==> config.mk <==
export PLATFORM = sky130hd
export DESIGN_NAME = im2col_gather_address_walk
export DESIGN_NICKNAME = d
export VERILOG_FILES = /design/src/hw/rtl/iga_pkg.sv /design/src/hw/rtl/im2col_gather_address_walk.sv
export SDC_FILE = /design/constraint.sdc
export NUM_CORES = 1
export LEC_CHECK = 0
export BUFFER_PORTS_ARGS = -buffer_cell sky130_fd_sc_hd__buf_2
export CAP_MARGIN = 20
export CORE_MARGIN = 1
export CORE_UTILIZATION = 30
export CTS_BUF_LIST = sky130_fd_sc_hd__clkbuf_16
export DETAILED_ROUTE_END_ITERATION = 10
export PLACE_DENSITY = 0.56
export SLEW_MARGIN = 0
export SYNTH_ARGS = -nofsm -noshare
export SYNTH_HDL_FRONTEND = slang
export SYNTH_SLANG_ARGS = --single-unit
==> constraint.sdc <==
create_clock -name clk_i -period 16.4 [get_ports clk_i]
set_input_delay 3.28 -clock clk_i [delete_from_list [all_inputs] [get_ports clk_i]]
set_output_delay 3.28 -clock clk_i [all_outputs]
set_load 0.03 [all_outputs]
==> src/hw/rtl/iga_pkg.sv <==
// ============================================================================
// iga_pkg
// Shared constants, codes and types for the im2col gather address walk.
// ============================================================================
`default_nettype none

package iga_pkg;

  // Bounds applied to the geometry when a walk starts.
  localparam int unsigned MaxDim      = 1024;
  localparam int unsigned MaxChannels = 1024;
  localparam int unsigned MaxKernel   = 16;

  // Field widths.
  localparam int unsigned DimW   = 11;  // image size and channel count
  localparam int unsigned KerW   = 5;   // kernel size and stride
  localparam int unsigned PadW   = 4;   // padding
  localparam int unsigned PosW   = 12;  // padded positions and signed coordinates
  localparam int unsigned SumW   = 13;  // position plus stride plus kernel
  localparam int unsigned PlaneW = 21;  // one channel plane, up to MaxDim squared
  localparam int unsigned AddrW  = 30;  // flat source address
  localparam int unsigned IdxW   = 3;   // configuration register index

  // Operation codes on the input stream.
  localparam logic OpStart = 1'b0;
  localparam logic OpNext  = 1'b1;

  // Configuration register indexes.
  localparam logic [IdxW-1:0] RegImageHeight  = 3'd0;
  localparam logic [IdxW-1:0] RegImageWidth   = 3'd1;
  localparam logic [IdxW-1:0] RegKernelHeight = 3'd2;
  localparam logic [IdxW-1:0] RegKernelWidth  = 3'd3;
  localparam logic [IdxW-1:0] RegPadRows      = 3'd4;
  localparam logic [IdxW-1:0] RegPadCols      = 3'd5;
  localparam logic [IdxW-1:0] RegStrideRows   = 3'd6;
  localparam logic [IdxW-1:0] RegStrideCols   = 3'd7;

  // Geometry captured at the start of a walk.
  typedef struct packed {
    logic [DimW-1:0]   h;      // image rows
    logic [DimW-1:0]   w;      // image columns
    logic [KerW-1:0]   kh;     // kernel rows
    logic [KerW-1:0]   kw;     // kernel columns
    logic [PadW-1:0]   ph;     // pad rows
    logic [PadW-1:0]   pw;     // pad columns
    logic [KerW-1:0]   sh;     // row stride
    logic [KerW-1:0]   sw;     // column stride
    logic [PosW-1:0]   hp;     // padded image rows
    logic [PosW-1:0]   wp;     // padded image columns
    logic [PlaneW-1:0] plane;  // elements in one channel
  } geom_t;

endpackage

`default_nettype wire

==> src/hw/rtl/im2col_gather_address_walk.sv <==
// Each next transaction accepted on the slave side has its result registered in the
// output stage, which drives the master side. Throughput: one transaction per cycle,
// start or next, with no gaps; the slave side stalls only while a held result is not taken.
// Reset: no walk is active, configuration and geometry return to their defaults,
// and the output stage is empty.
// ============================================================================
// im2col_gather_address_walk
// Generates the im2col gather address sequence for a padded, strided convolution.
// ============================================================================
`default_nettype none

module im2col_gather_address_walk import iga_pkg::*; (
  input  wire logic             clk_i,
  input  wire logic             rst_ni,
  // Configuration write port.
  input  wire logic             cfg_we_i,
  input  wire logic [IdxW-1:0]  cfg_idx_i,
  input  wire logic [DimW-1:0]  cfg_data_i,
  // Input stream.
  input  wire logic             s_axis_tvalid,
  output logic                  s_axis_tready,
  input  wire logic [15:0]      s_axis_tdata,   // [10:0] channel_count, rest zero
  input  wire logic             s_axis_tuser,   // [0] operation
  // Result stream.
  output logic                  m_axis_tvalid,
  input  wire logic             m_axis_tready,
  output logic [31:0]           m_axis_tdata,   // [29:0] source_address, rest zero
  output logic [1:0]            m_axis_tuser,   // [0] valid_res, [1] is_padding
  output logic                  m_axis_tlast    // last
);

  // Configuration registers.
  logic [DimW-1:0] cfg_h_q, cfg_w_q;
  logic [KerW-1:0] cfg_kh_q, cfg_kw_q, cfg_sh_q, cfg_sw_q;
  logic [PadW-1:0] cfg_ph_q, cfg_pw_q;

  // Walk state.
  geom_t                  geom_q, geom_d;
  logic                   active_q, active_d;
  logic [DimW-1:0]        chan_total_q, chan_total_d;
  logic [DimW-1:0]        chan_idx_q, chan_idx_d;
  logic [AddrW-1:0]       chan_base_q, chan_base_d;
  logic [KerW-1:0]        win_row_q, win_row_d;
  logic [KerW-1:0]        win_col_q, win_col_d;
  logic signed [PosW-1:0] src_row_q, src_row_d;
  logic signed [PosW-1:0] src_col_q, src_col_d;
  logic [PosW-1:0]        pos_row_q, pos_row_d;  // output row times row stride
  logic [PosW-1:0]        pos_col_q, pos_col_d;  // output column times column stride

  // Output stage.
  logic             out_valid_q;
  logic [AddrW-1:0] out_addr_q, out_addr_d;
  logic             out_vres_q, out_vres_d;
  logic             out_pad_q, out_pad_d;
  logic             out_last_q, out_last_d;

  // Handshake.
  logic s_acc, is_start, is_next, step;
  assign s_axis_tready = !out_valid_q || m_axis_tready;
  assign s_acc         = s_axis_tvalid && s_axis_tready;
  assign is_start      = s_acc && (s_axis_tuser == OpStart);
  assign is_next       = s_acc && (s_axis_tuser == OpNext);
  assign step          = is_next && active_q;

  // Start geometry from the configuration registers.
  geom_t           start_geom;
  logic [DimW-1:0] start_total;
  logic [2*DimW-1:0] plane_full;
  logic            start_ok;
  always_comb begin
    start_geom.h  = (cfg_h_q > DimW'(MaxDim)) ? DimW'(MaxDim) : cfg_h_q;
    start_geom.w  = (cfg_w_q > DimW'(MaxDim)) ? DimW'(MaxDim) : cfg_w_q;
    start_geom.kh = (cfg_kh_q > KerW'(MaxKernel)) ? KerW'(MaxKernel) : cfg_kh_q;
    start_geom.kw = (cfg_kw_q > KerW'(MaxKernel)) ? KerW'(MaxKernel) : cfg_kw_q;
    start_geom.ph = cfg_ph_q;
    start_geom.pw = cfg_pw_q;
    start_geom.sh = (cfg_sh_q == '0) ? KerW'(1) : cfg_sh_q;
    start_geom.sw = (cfg_sw_q == '0) ? KerW'(1) : cfg_sw_q;
    start_geom.hp = PosW'(start_geom.h) + PosW'({start_geom.ph, 1'b0});
    start_geom.wp = PosW'(start_geom.w) + PosW'({start_geom.pw, 1'b0});
    plane_full    = (2*DimW)'(start_geom.h) * (2*DimW)'(start_geom.w);
    start_geom.plane = plane_full[PlaneW-1:0];
    start_total = (s_axis_tdata[DimW-1:0] > DimW'(MaxChannels)) ? DimW'(MaxChannels)
                                                                 : s_axis_tdata[DimW-1:0];
    start_ok = (start_total != '0) && (start_geom.h != '0) && (start_geom.w != '0) &&
               (start_geom.kh != '0) && (start_geom.kw != '0) &&
               (PosW'(start_geom.kh) <= start_geom.hp) &&
               (PosW'(start_geom.kw) <= start_geom.wp);
  end

  // Current element: padding test, flat address and end of walk.
  logic             col_more, row_more, last_elem, pad;
  logic [SumW-1:0]  col_reach, row_reach;
  logic [2*DimW-2:0] row_off;
  always_comb begin
    col_reach = SumW'(pos_col_q) + SumW'(geom_q.sw) + SumW'(geom_q.kw);
    row_reach = SumW'(pos_row_q) + SumW'(geom_q.sh) + SumW'(geom_q.kh);
    col_more  = col_reach <= SumW'(geom_q.wp);
    row_more  = row_reach <= SumW'(geom_q.hp);
    last_elem = (chan_idx_q + DimW'(1) == chan_total_q) &&
                (win_row_q + KerW'(1) == geom_q.kh) &&
                (win_col_q + KerW'(1) == geom_q.kw) && !row_more && !col_more;
    pad = src_row_q[PosW-1] || (src_row_q[DimW-1:0] >= geom_q.h) ||
          src_col_q[PosW-1] || (src_col_q[DimW-1:0] >= geom_q.w);
    row_off = (2*DimW-1)'(src_row_q[DimW-2:0]) * (2*DimW-1)'(geom_q.w);
  end

  // Next walk state and the result of a next transaction.
  logic [KerW-1:0] nxt_win_row, nxt_win_col;
  always_comb begin
    geom_d      = geom_q;
    active_d    = active_q;
    chan_total_d = chan_total_q;
    chan_idx_d  = chan_idx_q;
    chan_base_d = chan_base_q;
    win_row_d   = win_row_q;
    win_col_d   = win_col_q;
    src_row_d   = src_row_q;
    src_col_d   = src_col_q;
    pos_row_d   = pos_row_q;
    pos_col_d   = pos_col_q;
    nxt_win_row = win_row_q;
    nxt_win_col = win_col_q;

    out_vres_d = step;
    out_pad_d  = step && pad;
    out_last_d = step && last_elem;
    out_addr_d = (step && !pad) ?
                 chan_base_q + AddrW'(row_off) + AddrW'(src_col_q[DimW-1:0]) : '0;

    if (is_start) begin
      geom_d       = start_geom;
      active_d     = start_ok;
      chan_total_d = start_total;
      chan_idx_d   = '0;
      chan_base_d  = '0;
      win_row_d    = '0;
      win_col_d    = '0;
      pos_row_d    = '0;
      pos_col_d    = '0;
      src_row_d    = -$signed(PosW'(start_geom.ph));
      src_col_d    = -$signed(PosW'(start_geom.pw));
    end else if (step) begin
      if (col_more) begin
        // Next output column.
        pos_col_d = pos_col_q + PosW'(geom_q.sw);
        src_col_d = src_col_q + $signed(PosW'(geom_q.sw));
      end else begin
        pos_col_d = '0;
        if (row_more) begin
          // Next output row of the same kernel tap.
          pos_row_d = pos_row_q + PosW'(geom_q.sh);
          src_row_d = src_row_q + $signed(PosW'(geom_q.sh));
        end else begin
          // Next kernel tap, and next channel after the last tap.
          pos_row_d = '0;
          if (win_col_q + KerW'(1) < geom_q.kw) begin
            nxt_win_col = win_col_q + KerW'(1);
          end else begin
            nxt_win_col = '0;
            if (win_row_q + KerW'(1) < geom_q.kh) begin
              nxt_win_row = win_row_q + KerW'(1);
            end else begin
              nxt_win_row = '0;
              chan_idx_d  = chan_idx_q + DimW'(1);
              chan_base_d = chan_base_q + AddrW'(geom_q.plane);
              if (chan_idx_q + DimW'(1) >= chan_total_q) begin
                active_d = 1'b0;
              end
            end
          end
          win_row_d = nxt_win_row;
          win_col_d = nxt_win_col;
          src_row_d = $signed(PosW'(nxt_win_row)) - $signed(PosW'(geom_q.ph));
        end
        src_col_d = $signed(PosW'(nxt_win_col)) - $signed(PosW'(geom_q.pw));
      end
    end
  end

  // Configuration writes.
  always_ff @(posedge clk_i or negedge rst_ni) begin
    if (!rst_ni) begin
      cfg_h_q  <= DimW'(1);
      cfg_w_q  <= DimW'(1);
      cfg_kh_q <= KerW'(1);
      cfg_kw_q <= KerW'(1);
      cfg_ph_q <= '0;
      cfg_pw_q <= '0;
      cfg_sh_q <= KerW'(1);
      cfg_sw_q <= KerW'(1);
    end else if (cfg_we_i) begin
      unique case (cfg_idx_i)
        RegImageHeight:  cfg_h_q  <= cfg_data_i;
        RegImageWidth:   cfg_w_q  <= cfg_data_i;
        RegKernelHeight: cfg_kh_q <= cfg_data_i[KerW-1:0];
        RegKernelWidth:  cfg_kw_q <= cfg_data_i[KerW-1:0];
        RegPadRows:      cfg_ph_q <= cfg_data_i[PadW-1:0];
        RegPadCols:      cfg_pw_q <= cfg_data_i[PadW-1:0];
        RegStrideRows:   cfg_sh_q <= cfg_data_i[KerW-1:0];
        RegStrideCols:   cfg_sw_q <= cfg_data_i[KerW-1:0];
        default: ;
      endcase
    end
  end

  // Walk state registers.
  always_ff @(posedge clk_i or negedge rst_ni) begin
    if (!rst_ni) begin
      active_q     <= 1'b0;
      geom_q       <= '0;
      chan_total_q <= DimW'(1);
      chan_idx_q   <= '0;
      chan_base_q  <= '0;
      win_row_q    <= '0;
      win_col_q    <= '0;
      src_row_q    <= '0;
      src_col_q    <= '0;
      pos_row_q    <= '0;
      pos_col_q    <= '0;
    end else begin
      active_q     <= active_d;
      geom_q       <= geom_d;
      chan_total_q <= chan_total_d;
      chan_idx_q   <= chan_idx_d;
      chan_base_q  <= chan_base_d;
      win_row_q    <= win_row_d;
      win_col_q    <= win_col_d;
      src_row_q    <= src_row_d;
      src_col_q    <= src_col_d;
      pos_row_q    <= pos_row_d;
      pos_col_q    <= pos_col_d;
    end
  end

  // Output stage: loaded by each next transaction, emptied when taken.
  always_ff @(posedge clk_i or negedge rst_ni) begin
    if (!rst_ni) begin
      out_valid_q <= 1'b0;
    end else if (is_next) begin
      out_valid_q <= 1'b1;
    end else if (m_axis_tready) begin
      out_valid_q <= 1'b0;
    end
  end

  always_ff @(posedge clk_i) begin
    if (is_next) begin
      out_addr_q <= out_addr_d;
      out_vres_q <= out_vres_d;
      out_pad_q  <= out_pad_d;
      out_last_q <= out_last_d;
    end
  end

  assign m_axis_tvalid = out_valid_q;
  assign m_axis_tdata  = {2'b00, out_addr_q};
  assign m_axis_tuser  = {out_pad_q, out_vres_q};
  assign m_axis_tlast  = out_last_q;

  // A held result blocks the input side.
  assert property (@(posedge clk_i) disable iff (!rst_ni)
    (out_valid_q && !m_axis_tready) |-> !s_axis_tready)
    else $error("input accepted while a result is stalled");

  // The final element of a walk closes it.
  assert property (@(posedge clk_i) disable iff (!rst_ni)
    (step && last_elem) |=> !active_q)
    else $error("walk still active after its last element");

  // An active walk never runs past its channel count.
  assert property (@(posedge clk_i) disable iff (!rst_ni)
    active_q |-> (chan_idx_q < chan_total_q))
    else $error("channel index beyond channel count");

  // Padding and empty results carry a zero address.
  assert property (@(posedge clk_i) disable iff (!rst_ni)
    (out_valid_q && (out_pad_q || !out_vres_q)) |-> (out_addr_q == '0))
    else $error("nonzero address on padding or empty result");

endmodule

`default_nettype wire
==> reports/results.txt, run 1 <==
Fin crit period - 7.10 ns
Worst vdd ir - 0.190 mV
Unique masters post-synth - 92
Post-synthesis to final-layout area growth - 10.3%
Crit. End Element - flop
Routed wire length - 68400 um
Crit-path cells - inv_1 > nand2_1 > inv_1 > nand2_1 > fa_1 > fa_1 > inv_1 > fa_1 > fa_1 > inv_1 > fa_1 > inv_1 > ha_1 > and3_1 > o21ai_0 > o2111ai_1 > a41oi_1 > o21bai_1 > a21oi_1 > xnor2_1 > o21ai_0
Power per cell area - 194 nW/um^2
Initial Utilization - 0.303
Clock Skews - 0.0516 ns
Top achievable clock speed - 141 MHz
Sequential fraction of the synthesis area - 0.286
Synth Area per Inst - 9.22 um^2
First-pass GRT wire length - 109000 um
First DRT Iteration DRCs - 1234
Slew Limit Fails - 0
Crit Path Category - reg2reg
Placed cell count - 3919
Drt first pass iters - 6
Async set-or-reset flop fraction in the synthesized netlist - 0.885
Setup TNS - 0 ns
Cell family with most CP delay - adder cells
Worst hold path class - reg2reg
Number of global-route vias before repair - 18900
Final ANT Viol Nets - 0
Critical path required time - 16.82 ns
# IOs - 73
Final worst-path cycle share - 0.433
CTS tree - done
Max clock buf depth - 3
Chip Height - 295 um
Number of synthesized flops with an enable pin - 33
Initial antenna violation count - 5
Vias per cell - 4.90
Clk_lat worst skew - 0.59 ns
Final Instance Count excl. Fillers - 3987
Synth top area share - 0.241
Max Cap Viol - 0
CP Launch Type - flop
Remaining DRCs - 0
Layout cells sized above 1 - 0.0778
Cell Rows - 107
Comb pwr share - 0.656
P_int - 0.00285 W
Sink Count - 288
Drt wl/cell - 17.2 um
Pleak - 13.5 nW
Largest net degree at the start of global routing - 72
Die width - 295 um
Sw frac - 0.484
Arrival time worst endpoint - 7.52 ns
Flop pwr share - 0.200
Status - finished clean
Syn Inst Count - 2797
WP buf/inv - 5
Synth Warn # - 0
Post-detail-place hpwl - 53000 um
Setup violators final - 0
# fillers - 8886
Vias - 19500
Core Region - 85100 um^2
Normalized max-slew margin - 0.259
Final Hold Fails - 0
Worst stage delay on the critical path - 0.63 ns
Clk pwr share - 0.144
Post-CTS Setup Bufs - 0
Switching pwr - 0.00267 W
Routability cong. - 0.858
Worst-margin pin slew - 1.11 ns
Global-route total usage across every layer - 0.159
RSZ-0062 raised after global routing - false
Grt ovf - 0
# hold bufs at CTS - 0
H-tree depth - 2
Die Area - 87200 um^2
Num CTS Buffers - 37
#FFs+latches synth - 288
Number of I/O port buffers - 65
Area leader, netlist - dfrtp_1
Synthesized cell area - 25800 um^2
Slowest-stage cell, CP - dfrtp_1
Main synth FF type - dfrtp_1
Top area cells in the synthesized netlist - dfrtp_1 (24%), fa_1 (16%), ha_1 (13%)
CTS-repair resized insts - 0
Fin nets - 3318
Critical-path maximum fanout - 18
Clk pin slew, worst setup/hold paths - 0.06 ns
Root Buffer Master - clkbuf_16
==> synthesized netlist by cell type, drive strengths merged, types with 9 or more instances <==
master	n
or3	14
mux2	53
a221oi	9
edfxtp	33
xnor2	73
nor4	12
o31ai	16
nand2	349
nor2b	45
o21ai	174
nand2b	38
and3	24
a31oi	25
and2	60
clkbuf	81
a21o	50
buf	29
mux2i	12
ha	265
nand4	19
o21bai	14
xor2	46
a22o	16
dfrtp	248
inv	349
nor2	175
nor3	40
o21a	21
a21oi	110
nand3	50
nand3b	12
o211ai	12
fa	203
a211oi	19
==> layout by cell type (no fill, tap or decap), types with 38 or more instances in the layout <==
cell type and count:
inv_1 358, nand2_1 347, ha_1 265, dfrtp_1 248
fa_1 203, nor2_1 174, o21ai_0 163, a21oi_1 108
xnor2_1 73, buf_2 64, and2_1 59, mux2_2 53
a21o_1 50, nand3_1 49, xor2_1 46, nor2b_1 45
nor3_1 40, nand2b_1 38
==> sequential cells by signal, indices dropped and copies added, names as in the netlist, 4 cells and up <==
signal	cells
pos_col_q	12
geom_q	93
chan_idx_q	11
out_addr_q	30
cfg_sw_q	5
chan_base_q	30
win_col_q	5
cfg_sh_q	5
src_row_q	12
cfg_pw_q	4
cfg_w_q	11
cfg_ph_q	4
win_row_q	5
src_col_q	12
cfg_kh_q	5
chan_total_q	11
pos_row_q	12
cfg_h_q	11
cfg_kw_q	5
==> metrics by stage <==
step                      area (um^2)  total power, W  hold WS, ns  setup slack (ns)   util
after floorplan                 25800         0.00389        0.437              9.52      -
after global placement          27300         0.00472        0.453              9.38  0.320
after detailed placement        27300         0.00476        0.459              9.33  0.320
after CTS                       28500         0.00561        0.467              9.31  0.334
after global routing            28500         0.00618        0.473              8.99  0.334
final                           28500         0.00552        0.462              9.30  0.334
==> tightest hold or removal path: cells and delay by family, from the launching register on <==
family | cells | cell delay (ns)
flip-flops | 1 | 0.37
AND/OR/NAND/NOR | 2 | 0.09
==> power by group through the flow <==
stage,Combinational [W],Sequential (W),Clock (W)
after detailed placement,0.00365,0.00111,0
after global placement,0.00361,0.00111,0
after floorplan,0.00290,0.000992,0
final,0.00363,0.00110,0.000795
after global routing,0.00420,0.00113,0.000847
after CTS,0.00368,0.00110,0.000819
==> cell families after synthesis <==
group,synth area share
xor gates and xnor gates,0.0404
other,0.000145
DFF,0.286
buffers and inverters,0.0698
AOI/OAI and AO/OA,0.131
adders and majority gates,0.286
muxes,0.0278
and+or+nand+nor,0.158
==> cell type report <==
type / count / area (um^2) / share of cell area
Antenna cell: 1 / 2.50 / 0.0000879
Clock buffer: 37 / 926 / 0.0325
Clock inverter: 30 / 249 / 0.00875
Inverter: 354 / 1330 / 0.0467
Multi-Input combinational cell: 2046 / 16600 / 0.585
Sequential cell: 288 / 7380 / 0.259
Tap cell: 1144 / 1430 / 0.0503
Timing Repair Buffer: 87 / 500 / 0.0176
==> metal layers <==
layer,GRT usage,wire (um),up-vias
met2,0.251,30600,367
li1,-,-,9411
met1,0.228,33200,9666
met3,0.0235,3200,76
met4,0.0372,1410,4
met5,0,27,-
==> worst paths after layout <==
path / slack, ns / to / depth (start not counted) / start
hold / removal: 0.46 / chan_total_q[0] / 2 / chan_total_q[0]
min in group asynchronous: 2.62 / win_row_q[4] / 1 / rst_ni
setup / recovery: 9.30 / geom_q[20] / 21 / cfg_h_q[10]
hold reg to reg: 0.46 / chan_total_q[0] / 2 / chan_total_q[0]
max in group asynchronous: 11.62 / chan_idx_q[8] / 3 / rst_ni
setup reg to reg: 9.30 / geom_q[20] / 21 / cfg_h_q[10]
Power figures use the tool's default switching activity.
==> run 2, diff against run 1 <==
==> constraint.sdc (replaced) <==
create_clock -name clk_i -period 7.11 [get_ports clk_i]
set_input_delay 1.422 -clock clk_i [delete_from_list [all_inputs] [get_ports clk_i]]
set_output_delay 1.422 -clock clk_i [all_outputs]
set_load 0.03 [all_outputs]
==> run 2 against run 1 <==
Maximum frequency is 9.6% higher. Count of clock-buffer cells in the layout increased by 1. Non-clock buffer count up 26. Largest power group unchanged.
==> reports/results.txt, run 2 (synthesis results as in run 1) <==
Final worst-path cycle share - 0.912 (was 0.433)
Clock Skews - 0.0354 ns (was 0.0516 ns)
Clk_lat worst skew - 0.58 ns (was 0.59 ns)
Routability cong. - 0.868 (was 0.858)
Biggest register - geom_q (unchanged)
Max FFs per register - 93 (unchanged)
CP Launch Type - flop (unchanged)
Flop pwr share - 0.197 (was 0.200)
Arrival time worst endpoint - 6.92 ns (was 7.52 ns)
Crit Path Category - reg2reg (unchanged)
Die width - 295 um (unchanged)
Drt first pass iters - 5 (was 6)
Slowest-stage cell, CP - and4bb_1 (was dfrtp_1)
Root Buffer Master - clkbuf_16 (unchanged)
Initial Utilization - 0.303 (unchanged)
Crit. End Element - flop (unchanged)
Remaining DRCs - 0 (unchanged)
Worst hold path class - reg2reg (unchanged)
Post-synthesis to final-layout area growth - 11.1% (was 10.3%)
Reg2Reg Depth - 26 (was 21)
Worst hold margin - 0.457 ns (was 0.462 ns)
Top achievable clock speed - 154 MHz (was 141 MHz)
Finished Cell Area - 28700 um^2 (was 28500 um^2)
Normalized max-slew margin - 0.356 (was 0.259)
Worst vdd ir - 0.626 mV (was 0.190 mV)
R2R Setup Slk - 0.63 ns (was 9.30 ns)
Max clock buf depth - 3 (unchanged)
Cell Rows - 107 (unchanged)
Worst-margin pin slew - 0.959 ns (was 1.11 ns)
Ant diodes - 0 (was 1)
Critical-path maximum fanout - 16 (was 18)
Most frequent cells in the layout - inv_1 (356), nand2_1 (347), ha_1 (265) (was inv_1 (358), nand2_1 (347), ha_1 (265))
Number of I/O port buffers - 65 (unchanged)
H-tree depth - 2 (unchanged)
Post-detail-place hpwl - 54100 um (was 53000 um)
Die Area - 87200 um^2 (unchanged)
Fin crit period - 6.48 ns (was 7.10 ns)
# IOs - 73 (unchanged)
# hold bufs at CTS - 0 (unchanged)
Comb pwr share - 0.662 (was 0.656)
Layout cells sized above 1 - 0.0875 (was 0.0778)
First-pass GRT wire length - 109000 um (about the same)
Dpl ws - 0.761 ns (was 9.33 ns)
Vias - 19600 (was 19500)
Routed wire length - 69400 um (was 68400 um)
Critical R2R Launch - geom_q[51] (was cfg_h_q[10])
Drt wl/cell - 17.3 um (was 17.2 um)
Largest net degree at the start of global routing - 105 (was 72)
Reg2reg end - src_col_q[6] (was geom_q[20])
Status - finished clean (unchanged)
Sw frac - 0.485 (was 0.484)
Vias per cell - 4.87 (was 4.90)
First DRT Iteration DRCs - 1227 (was 1234)
WP buf/inv - 3 (was 5)
Power per cell area - 447 nW/um^2 (was 194 nW/um^2)
Hold Startpoint - chan_total_q[0] (unchanged)
Clk pwr share - 0.140 (was 0.144)
Fin nets - 3345 (was 3318)
Setup violators final - 0 (unchanged)
Worst stage delay on the critical path - 0.45 ns (was 0.63 ns)
RSZ-0062 raised after global routing - false (unchanged)
Most common cell after layout, fill and taps aside - inv_1 (unchanged)
Hold endpoint - chan_total_q[0] (unchanged)
Sink Count - 288 (unchanged)
Core Region - 85100 um^2 (unchanged)
Num CTS Buffers - 38 (was 37)
# fillers - 8910 (was 8886)
Final ANT Viol Nets - 0 (unchanged)
Largest registers - geom_q (93), chan_base_q (30), out_addr_q (30) (unchanged)
Pleak - 13.6 nW (was 13.5 nW)
Worst hold stages - 2 (unchanged)
Setup TNS - 0 ns (unchanged)
Worst Setup Slack, final - 0.629 ns (was 9.30 ns)
CTS tree - done (unchanged)
Clk pin slew, worst setup/hold paths - 0.06 ns (about the same)
Cell family with most CP delay - compound AO/OA/AOI/OAI gates (was adder cells)
Global-route total usage across every layer - 0.161 (was 0.159)
P_int - 0.00659 W (was 0.00285 W)
Critical path required time - 7.55 ns (was 16.82 ns)
Initial antenna violation count - 3 (was 5)
CTS-repair resized insts - 0 (unchanged)
Placed Area - 27500 um^2 (was 27300 um^2)
Post-CTS Setup Bufs - 0 (unchanged)
Chip Height - 295 um (unchanged)
Number of global-route vias before repair - 19000 (was 18900)
Max Cap Viol - 0 (unchanged)
Final Hold Fails - 0 (unchanged)
Slew Limit Fails - 0 (unchanged)
Switching pwr - 0.00621 W (was 0.00267 W)
Grt ovf - 0 (unchanged)
-- run 2: cell type report --
| class | instances | area [um^2] | area share |
|---|---|---|---|
| Tap cell | 1144 | 1430 | 0.0500 |
| Inverter | 354 | 1330 | 0.0464 |
| Timing Repair Buffer | 113 | 727 | 0.0254 |
| Sequential cell | 288 | 7380 | 0.258 |
| Clock buffer | 38 | 951 | 0.0332 |
| Clock inverter | 31 | 191 | 0.00668 |
| Multi-Input combinational cell | 2046 | 16600 | 0.581 |
-- run 2: layer usage --
layer / GRT usage / routed length [um] / up-vias
li1: - / - / 9464
met5: 0 / 22 / -
met4: 0.0521 / 2110 / 4
met1: 0.227 / 32800 / 9555
met2: 0.247 / 30400 / 448
met3: 0.0308 / 4080 / 96
-- run 2: through the flow --
stage | cells | utilization | power (W)
floorplan | 2798 | - | 0.00898
global placement | 3944 | 0.323 | 0.0110
detailed placement | 3944 | 0.323 | 0.0111
CTS | 4013 | 0.336 | 0.0130
global route | 4014 | 0.337 | 0.0143
finish | 4014 | 0.337 | 0.0128
-- run 2: worst max path at each step --
| stage | from | endpoint | slack, ns | cells after the start |
|---|---|---|---|---|
| finish | geom_q[51] | src_col_q[6] | 0.63 | 26 |
| global route | geom_q[51] | src_col_q[6] | 0.20 | 26 |
| CTS | geom_q[51] | src_col_q[6] | 0.74 | 26 |
| detailed placement | geom_q[51] | src_col_q[6] | 0.76 | 26 |
| global placement | geom_q[51] | src_col_q[10] | 0.76 | 26 |
| floorplan | cfg_h_q[10] | geom_q[20] | 1.36 | 23 |
-- run 2: power by group through the flow --
| stage | Clock (W) | Combinational [W] | Sequential [W] |
|---|---|---|---|
| floorplan | 0 | 0.00669 | 0.00229 |
| global route | 0.00191 | 0.00979 | 0.00258 |
| detailed placement | 0 | 0.00851 | 0.00255 |
| global placement | 0 | 0.00847 | 0.00254 |
| CTS | 0.00186 | 0.00859 | 0.00252 |
| finish | 0.00180 | 0.00847 | 0.00252 |
-- run 2: tightest hold or removal path, cell delays in order, from the launching register on --
cell     delay (ns)
dfstp_2        0.37
nand2_1        0.05
nand2_1        0.04
==> run 3, diff against run 2 <==
--- a/config.mk
+++ b/config.mk
@@ -11,6 +11,7 @@
 export CORE_UTILIZATION = 30
 export CTS_BUF_LIST = sky130_fd_sc_hd__clkbuf_16
 export DETAILED_ROUTE_END_ITERATION = 10
+export GPL_TIMING_DRIVEN = 0
 export PLACE_DENSITY = 0.56
 export SLEW_MARGIN = 0
 export SYNTH_ARGS = -nofsm -noshare
==> run 3 against run 2 <==
Via count up 3.4%. First-iteration DRC count rose by 24%. Routed wire length is 9.8% higher. Non-clock buffer count is 66 higher. Setup slack worse by 0.29 ns. Sequential cell count unchanged. Maximum frequency decreased by 4.3%. Global-route usage is 1.6 points higher. Critical endpoint is now geom_q[20].
==> reports/results.txt, run 3 (synthesis results as in run 1) <==
Slew Limit Fails - 0 (unchanged)
Placed Area - 27700 um^2 (was 27500 um^2)
Largest net degree at the start of global routing - 118 (was 105)
Post-CTS Setup Bufs - 0 (unchanged)
Worst vdd ir - 0.412 mV (was 0.626 mV)
Global-route total usage across every layer - 0.177 (was 0.161)
Biggest register - geom_q (unchanged)
Normalized max-slew margin - 0.234 (was 0.356)
Drt wl/cell - 18.7 um (was 17.3 um)
Worst stage delay on the critical path - 0.75 ns (was 0.45 ns)
Final worst-path cycle share - 0.953 (was 0.912)
Number of global-route vias before repair - 19600 (was 19000)
Top achievable clock speed - 148 MHz (was 154 MHz)
First-pass GRT wire length - 118000 um (was 109000 um)
Slowest-stage cell, CP - nor2b_1 (was and4bb_1)
Most common cell after layout, fill and taps aside - inv_1 (unchanged)
CP Launch Type - flop (unchanged)
RSZ-0062 raised after global routing - true (was false)
Die Area - 87200 um^2 (unchanged)
Cell Rows - 107 (unchanged)
Remaining DRCs - 0 (unchanged)
# IOs - 73 (unchanged)
Power per cell area - 453 nW/um^2 (was 447 nW/um^2)
Initial Utilization - 0.303 (unchanged)
Pleak - 13.7 nW (was 13.6 nW)
Final Instance Count excl. Fillers - 4080 (was 4014)
Routed wire length - 76200 um (was 69400 um)
Crit-path cells - clkbuf_1 > clkbuf_1 > nor2b_1 > nand2_1 > fa_1 > fa_1 > inv_1 > fa_1 > fa_1 > inv_1 > fa_1 > inv_1 > ha_1 > and3_1 > o21ai_0 > o2111ai_1 > a41oi_1 > o21bai_1 > a21oi_1 > xnor2_2 > o21ai_0
Post-detail-place hpwl - 60500 um (was 54100 um)
Num CTS Buffers - 39 (was 38)
Initial antenna violation count - 0 (was 3)
Routability cong. - 0.896 (was 0.868)
Max FFs per register - 93 (unchanged)
Core Region - 85100 um^2 (unchanged)
H-tree depth - 2 (unchanged)
Crit Path Category - reg2reg (unchanged)
First DRT Iteration DRCs - 1516 (was 1227)
Placed cell count - 4011 (was 3944)
Vias per cell - 4.96 (was 4.87)
Clk_lat worst skew - 0.57 ns (was 0.58 ns)
Number of I/O port buffers - 65 (unchanged)
Root Buffer Master - clkbuf_16 (unchanged)
Cell family with most CP delay - adder cells (was compound AO/OA/AOI/OAI gates)
Max Cap Viol - 0 (unchanged)
Worst-margin pin slew - 1.15 ns (was 0.959 ns)
Arrival time worst endpoint - 7.18 ns (was 6.92 ns)
Critical-path maximum fanout - 10 (was 16)
Critical path required time - 7.52 ns (was 7.55 ns)
Grt ovf - 0 (unchanged)
Post-synthesis to final-layout area growth - 12.2% (was 11.1%)
Die width - 295 um (unchanged)
Worst hold path class - reg2reg (unchanged)
Final Hold Fails - 0 (unchanged)
Finished Cell Area - 28900 um^2 (was 28700 um^2)
Chip Height - 295 um (unchanged)
Sink Count - 288 (unchanged)
Vias - 20200 (was 19600)
Final ANT Viol Nets - 0 (unchanged)
Clock Skews - 0.0186 ns (was 0.0354 ns)
WP buf/inv - 5 (was 3)
Clk pin slew, worst setup/hold paths - 0.06 ns (about the same)
Fin crit period - 6.77 ns (was 6.48 ns)
Ant diodes - 0 (unchanged)
Status - finished clean (unchanged)
Worst Setup Slack, final - 0.335 ns (was 0.629 ns)
Crit. End Element - flop (unchanged)
Drt first pass iters - 6 (was 5)
Max clock buf depth - 3 (unchanged)
CTS tree - done (unchanged)
Largest registers - geom_q (93), chan_base_q (30), out_addr_q (30) (unchanged)
Most frequent cells in the layout - inv_1 (354), nand2_1 (346), ha_1 (265) (was inv_1 (356), nand2_1 (347), ha_1 (265))
Dpl ws - -0.212 ns (was 0.761 ns)
Setup violators final - 0 (unchanged)
R2R Setup Slk - 0.34 ns (was 0.63 ns)
Most frequent CP cell - fa_1
Layout cells sized above 1 - 0.0814 (was 0.0875)
Fin nets - 3412 (was 3345)
[run 3: changes by cell type in the layout (fill, tap and decap cells not counted), moves of 3 or more]
cell,change
buf_1,+7
bufinv_16,+3
clkbuf_1,+78
buf_4,-38
buf_2,+13
buf_16,+3
clkinv_1,-3
clkbuf_2,+3
[run 3: layout make-up]
| cell class | instances | area (um^2) |
|---|---|---|
| Multi-Input combinational cell | 2046 | 16600 |
| Sequential cell | 288 | 7380 |
| Clock inverter | 29 | 239 |
| Buffer | 110 | 474 |
| Fill cell | 8985 | 56200 |
| Clock buffer | 40 | 1000 |
| Inverter | 354 | 1330 |
| Timing Repair Buffer | 69 | 433 |
| Tap cell | 1144 | 1430 |
[run 3: path summary, 6_finish.rpt]
check,from,endpoint,cells after the start
setup / recovery,cfg_h_q[10],geom_q[20],21
hold / removal,chan_total_q[0],chan_total_q[0],2
setup reg to reg,cfg_h_q[10],geom_q[20],21
hold reg to reg,chan_total_q[0],chan_total_q[0],2
max in group asynchronous,rst_ni,cfg_h_q[4],2
min in group asynchronous,rst_ni,geom_q[60],1
[run 3: routing by layer]
| metal | track usage | wire length (um) | vias to the layer above |
|---|---|---|---|
| met4 | 0.0355 | 1350 | 0 |
| met1 | 0.257 | 36500 | 10000 |
| met3 | 0.0250 | 4320 | 77 |
| li1 | - | - | 9616 |
| met5 | 0 | 0 | - |
| met2 | 0.279 | 34000 | 506 |
[run 3: worst min-delay path, cell delays in order, from the launching register on]
cell,delay [ns]
dfstp_2,0.37
nand2_1,0.05
nand2_1,0.04
[run 3: timing repair]
action,CTS,global route
gates cloned,0,0
gates resized for setup,2,8
hold buffers,0,0
hold endpoints to repair,0,0
pin swaps,0,0
endpoints found under the setup margin,2,8
[run 3: through the flow]
step	setup TNS, ns	utilization	hold WS [ns]	power, W
after CTS	0	0.339	0.471	0.0132
after detailed placement	-0.215	0.325	0.461	0.0111
after floorplan	0	-	0.437	0.00898
after global placement	-89.77	0.324	0.452	0.0110
final	0	0.340	0.467	0.0131
after global routing	-0.0151	0.340	0.500	0.0146
[run 3: power by group]
part	switching, W	total [W]	internal (W)
Combinational	0.00510	0.00868	0.00358
Clock	0.000822	0.00196	0.00114
Sequential	0.000453	0.00247	0.00202
